## src/sv/flha_pkg.sv

```systemverilog
package flha_pkg;

	localparam int HEAP_UNITS = 8192;
	localparam int UNIT_BYTES = 16;
	localparam int UNIT_SHIFT = $clog2(UNIT_BYTES);
	localparam int ADDR_W     = $clog2(HEAP_UNITS);
	localparam int SIZE_W     = ADDR_W + 1;
	localparam int WALK_LIMIT = 2 * HEAP_UNITS + 4;
	localparam int CNT_W      = $clog2(WALK_LIMIT + 1);
	localparam int BYTES_W    = 16;
	localparam int PADDR_W    = 3;

	localparam logic [BYTES_W-1:0] MAX_REQ_RST  = 16'd10240;
	localparam logic [SIZE_W-1:0]  MIN_GROW_RST = 14'd1024;

	localparam logic REG_MAX_REQ  = 1'b0;
	localparam logic REG_MIN_GROW = 1'b1;

	localparam logic [1:0] ST_OK       = 2'd0;
	localparam logic [1:0] ST_TOO_BIG  = 2'd1;
	localparam logic [1:0] ST_OOM      = 2'd2;
	localparam logic [1:0] ST_BAD_FREE = 2'd3;

	typedef struct packed {
		logic [ADDR_W-1:0] nxt;
		logic [SIZE_W-1:0] size;
	} entry_t;

	typedef enum logic [3:0] {
		OP_NONE,
		OP_CLR,
		OP_LOAD,
		OP_ALLOC,
		OP_AR,
		OP_AN,
		OP_AW,
		OP_S2,
		OP_G2,
		OP_FREE,
		OP_R0,
		OP_R1,
		OP_WALK,
		OP_M2,
		OP_M3
	} op_t;

	typedef struct packed {
		op_t  op;
		logic fin;
	} cmd_t;

	typedef struct packed {
		logic act;
		logic too_big;
		logic zero_ua;
		logic fit;
		logic exact;
		logic at_rover;
		logic grow_ok;
		logic split_in;
		logic step_lim;
		logic lim;
		logic bad_hdr;
		logic brk;
		logic walk_lim;
		logic ret;
		logic clr_last;
	} stat_t;

endpackage

```

## src/sv/flha_ctrl.sv

```systemverilog
module flha_ctrl (
	input  logic           clk,
	input  logic           arst_n,
	input  logic           in_valid,
	output logic           in_ready,
	output logic           out_valid,
	input  logic           out_ready,
	input  flha_pkg::stat_t st,
	output flha_pkg::cmd_t  cmd
);
	import flha_pkg::*;

	typedef enum logic [15:0] {
		S_CLR   = 16'h0001,
		S_IDLE  = 16'h0002,
		S_ALLOC = 16'h0004,
		S_AR    = 16'h0008,
		S_AN    = 16'h0010,
		S_AW    = 16'h0020,
		S_S2    = 16'h0040,
		S_G2    = 16'h0080,
		S_FREE  = 16'h0100,
		S_R0    = 16'h0200,
		S_R1    = 16'h0400,
		S_WALK  = 16'h0800,
		S_M2    = 16'h1000,
		S_M3    = 16'h2000,
		S_DONE  = 16'h4000
	} state_t;

	state_t state_q, state_d;
	logic   ov_q;

	assign in_ready  = (state_q == S_IDLE);
	assign out_valid = ov_q;

	always_comb begin
		state_d = state_q;
		cmd.op  = OP_NONE;
		cmd.fin = 1'b0;
		case (state_q)
			S_CLR: begin
				cmd.op = OP_CLR;
				if (st.clr_last) state_d = S_IDLE;
			end
			S_IDLE: begin
				if (in_valid) begin
					cmd.op  = OP_LOAD;
					state_d = st.act ? S_FREE : S_ALLOC;
				end
			end
			S_ALLOC: begin
				cmd.op  = OP_ALLOC;
				state_d = st.too_big ? S_DONE : S_AN;
			end
			S_AR: begin
				cmd.op  = OP_AR;
				state_d = S_AN;
			end
			S_AN: begin
				cmd.op  = OP_AN;
				state_d = st.lim ? S_DONE : S_AW;
			end
			S_AW: begin
				cmd.op = OP_AW;
				if (st.fit) state_d = (!st.exact && st.split_in) ? S_S2 : S_DONE;
				else if (st.at_rover) state_d = st.grow_ok ? S_G2 : S_DONE;
				else if (st.step_lim) state_d = S_DONE;
			end
			S_S2: begin
				cmd.op  = OP_S2;
				state_d = S_DONE;
			end
			S_G2: begin
				cmd.op  = OP_G2;
				state_d = S_R0;
			end
			S_FREE: begin
				cmd.op  = OP_FREE;
				state_d = st.zero_ua ? S_DONE : S_R1;
			end
			S_R0: begin
				cmd.op  = OP_R0;
				state_d = S_R1;
			end
			S_R1: begin
				cmd.op = OP_R1;
				if (st.bad_hdr) state_d = st.ret ? S_AR : S_DONE;
				else state_d = S_WALK;
			end
			S_WALK: begin
				cmd.op = OP_WALK;
				if (st.brk) state_d = S_M2;
				else if (st.walk_lim) state_d = st.ret ? S_AR : S_DONE;
			end
			S_M2: begin
				cmd.op  = OP_M2;
				state_d = S_M3;
			end
			S_M3: begin
				cmd.op  = OP_M3;
				state_d = st.ret ? S_AR : S_DONE;
			end
			S_DONE: begin
				if (!ov_q || out_ready) begin
					cmd.fin = 1'b1;
					state_d = S_IDLE;
				end
			end
			default: state_d = S_IDLE;
		endcase
	end

	always_ff @(posedge clk or negedge arst_n) begin
		if (!arst_n) begin
			state_q <= S_CLR;
			ov_q    <= 1'b0;
		end else begin
			state_q <= state_d;
			if (cmd.fin) ov_q <= 1'b1;
			else if (out_ready) ov_q <= 1'b0;
		end
	end

endmodule

```

## config.mk

```make
export PLATFORM = sky130hd
export DESIGN_NAME = flha_ctrl
export DESIGN_NICKNAME = d
export VERILOG_FILES = /design/src/sv/flha_pkg.sv /design/src/sv/flha_ctrl.sv
export SDC_FILE = /design/constraint.sdc
export NUM_CORES = 1
export LEC_CHECK = 0
export ABC_AREA = 1
export CORE_MARGIN = 4
export CORE_UTILIZATION = 25
export CTS_CLUSTER_SIZE = 8
export DETAILED_ROUTE_END_ITERATION = 12
export DONT_BUFFER_PORTS = 1
export MAX_ROUTING_LAYER = met4
export PLACE_DENSITY = 0.5
export SETUP_SLACK_MARGIN = 0.05
export SKIP_LAST_GASP = 1
export SLEW_MARGIN = 20
export SYNTH_ARGS = -nofsm -noshare
export SYNTH_HDL_FRONTEND = slang
export SYNTH_SLANG_ARGS = --single-unit
```

## constraint.sdc

```tcl
create_clock -name clk -period 1.38 [get_ports clk]
set_input_delay 0.069 -clock clk [delete_from_list [all_inputs] [get_ports clk]]
set_output_delay 0.069 -clock clk [all_outputs]
set_load 0.005 [all_outputs]
```

==> results.toml <==
[logic_synthesis]
netlist-cell-type-count = 24
yosysSeqAreaShare_pct = 33.4
yosys-top-cells-area = "dfrtp_1 (31%), nand2_1 (10%), nor2_1 (8.7%)"
netlist_area_mm2 = 0.00120
synth-main-ff-cell = "dfrtp_1"
synthArstFlopShare_pct = 100
synth_top_area_share_pct = 31.2
synth_fp_nets = 185
yosys_warnings = 0
synthCells = 166
ys_ff_latch = 16
syn_avg_cell_area_um2 = 7.25
yosysTopAreaCell = "dfrtp_1"
synth-edff-count = 0

[flow_run]
max_cap_viol_count = 0

[critical_path]
cp-start-kind = "flip-flop"
cp.required_ns = 1.31
end_kind = "primary output"
arrival_ns = 1.67
worstSetupPathType = "flip-flop to primary output"
crit_fanout = 3

[drt]
drtPass1Iterations = 4
viasPerCell = 4.45
route.detailed.drc = 0
postRouteAntennaNets = 0
vias = 1285
wl_per_cell_um = 12.6
wl_um = 3630
drt_iter0_drc = 18

[floorplanning]
design.portCount = 26
die_w_um = 77.4
die_h_um = 77.4
initial_core_util_pct = 26.7
core_area_mm2 = 0.00450
fp.dieArea_mm2 = 0.00599
rows = 24

[worst_hold_path]
holdCritPathClass = "input pin to flip-flop"

[cts]
clock_latency_ns = 0.26
path_clk_slew_ns = 0.07
cts_made_buffers = 3
htreeDepth = 1
cts.sinks = 16
cts.path.max_buffers = 2
cts_tree = "yes"
clock-root-buffer = "clkbuf_8"

[placed_design]
gp_congestion = 0.825
placed_area_mm2 = 0.00155
dp.cells = 253
dp_hpwl_um = 2470
pre_cts_slack_ns = -0.217
port_buffers = 0

[power]
power.density_mw_per_mm2 = 1090
p_leak_nw = 1.06
ir_drop_mv = 0.959

[global_route]
grt_max_degree = 17
grt_antenna_before_repair = 0
grt_pass1_vias = 1329
grt_overflow = 0
grt_pass1_wl_um = 5980
track_usage_pct = 13.0

[cells_and_area]
fin_area_mm2 = 0.00213
fillCellCount = 443
syn2layout_area_growth_pct = 77.1
stdcell_count = 289
nNetsFinal = 257
final_cell_mix = "buf_4 (38), nand2_1 (21), inv_1 (19)"
final_common_cell = "buf_4"
drive_gt1_share_pct = 55.7
diodes = 0

[sta]
hold_violations = 0
finalMaxSlewViolations = 0
setup_viol = 14
min_period_over_period_pct = 126
holdWs_ns = 0.0409
fin_skew_ns = 0.00529
setup_ws_ns = -0.361
worst_pin_slew_ns = 0.772
min_period_ns = 1.74
rsz0062_at_grt = "yes"
fmax_mhz = 575
finalSetupTns_ns = -2.83
relSlewSlack_pct = 48.3

[status]
violations = "setup timing"
status = "finished with violations"
cell usage after synthesis, types with 2 or more instances:
| cell | instances |
|---|---|
| dfrtp_1 | 15 |
| nand2_4 | 5 |
| nor2_4 | 4 |
| nand2_1 | 32 |
| nand3_4 | 2 |
| nand3_1 | 18 |
| nor2_2 | 12 |
| inv_1 | 21 |
| nand3_2 | 4 |
| o21ai_0 | 5 |
| nand2_2 | 5 |
| nor2_1 | 28 |
| nor3_1 | 4 |
power by group:
group | internal (W) | switching, W
clock network | 0.000205 | 0.000188
registers | 0.000505 | 0.0000341
logic | 0.000671 | 0.000713
total | 0.00138 | 0.000935
path summary, 6_finish.rpt:
path | start | endpoint | slack, ns | cells past startpoint
worst max-delay path | state_q[8] | cmd[3] | -0.36 | 8
min in group asynchronous | arst_n | out_valid | 0.33 | 1
worst max register to register | state_q[12] | state_q[3] | -0.26 | 11
worst min register to register | out_valid | out_valid | 0.58 | 2
max in group asynchronous | arst_n | state_q[6] | 0.57 | 1
worst min-delay path | st[0] | state_q[0] | 0.04 | 4
area by class of cell:
type | count | area (µm²) | area share [%]
multi-input cells | 127 | 927 | 43.5
repair buffers | 68 | 608 | 28.5
flip-flops and latches | 16 | 402 | 18.8
inverters | 22 | 85.1 | 3.99
well taps | 52 | 65.1 | 3.05
clock buffers | 4 | 45.0 | 2.11
registers in the layout, indices dropped and copies added (netlist names):
signal / flops
out_valid: 1
state_q: 15
stage by stage:
stage / total power, W / utilization (%)
2_1_floorplan: 0.00114 / -
3_3_place_gp: 0.00140 / 34.4
3_5_place_dp: 0.00140 / 34.4
4_1_cts: 0.00220 / 45.3
5_1_grt: 0.00247 / 47.3
6_report: 0.00232 / 47.3
worst max-delay path, stage by stage (launching register included):
cell and delay (ns):
dfrtp_1 0.40, nor2_2 0.06, buf_4 0.13, nand2_2 0.08, nor2_4 0.05, buf_4 0.13, nand2_4 0.07, nand3_4 0.07
or3b_4 0.41
logic make-up after synthesis:
kind of cell           after synthesis  synth area share, %
and+or+nand+nor                    119                 54.7
DFF                                 16                 33.4
AOI/OAI and AO/OA                    7                 2.91
buffers and inverters               24                 9.04
what timing repair did:
action | in CTS | in global routing
setup endpoints to repair | 19 | 21
endpoints found under the hold margin | 27 | 0
gates cloned | 1 | 0
hold buffers | 15 | 0
setup buffers | 16 | 4
pin swaps | 28 | 22
resized for setup | 50 | 28
routing by layer:
metal | vias to the layer above | global-route usage [%] | part of all wire [%]
li1 | 665 | - | -
met1 | 593 | 15.2 | 44
met2 | 18 | 22.1 | 51
met3 | 9 | 1.62 | 2.4
met4 | 0 | 6.58 | 3.1
met5 | - | - | 0
No activity file was read; power rests on OpenSTA's default activity.
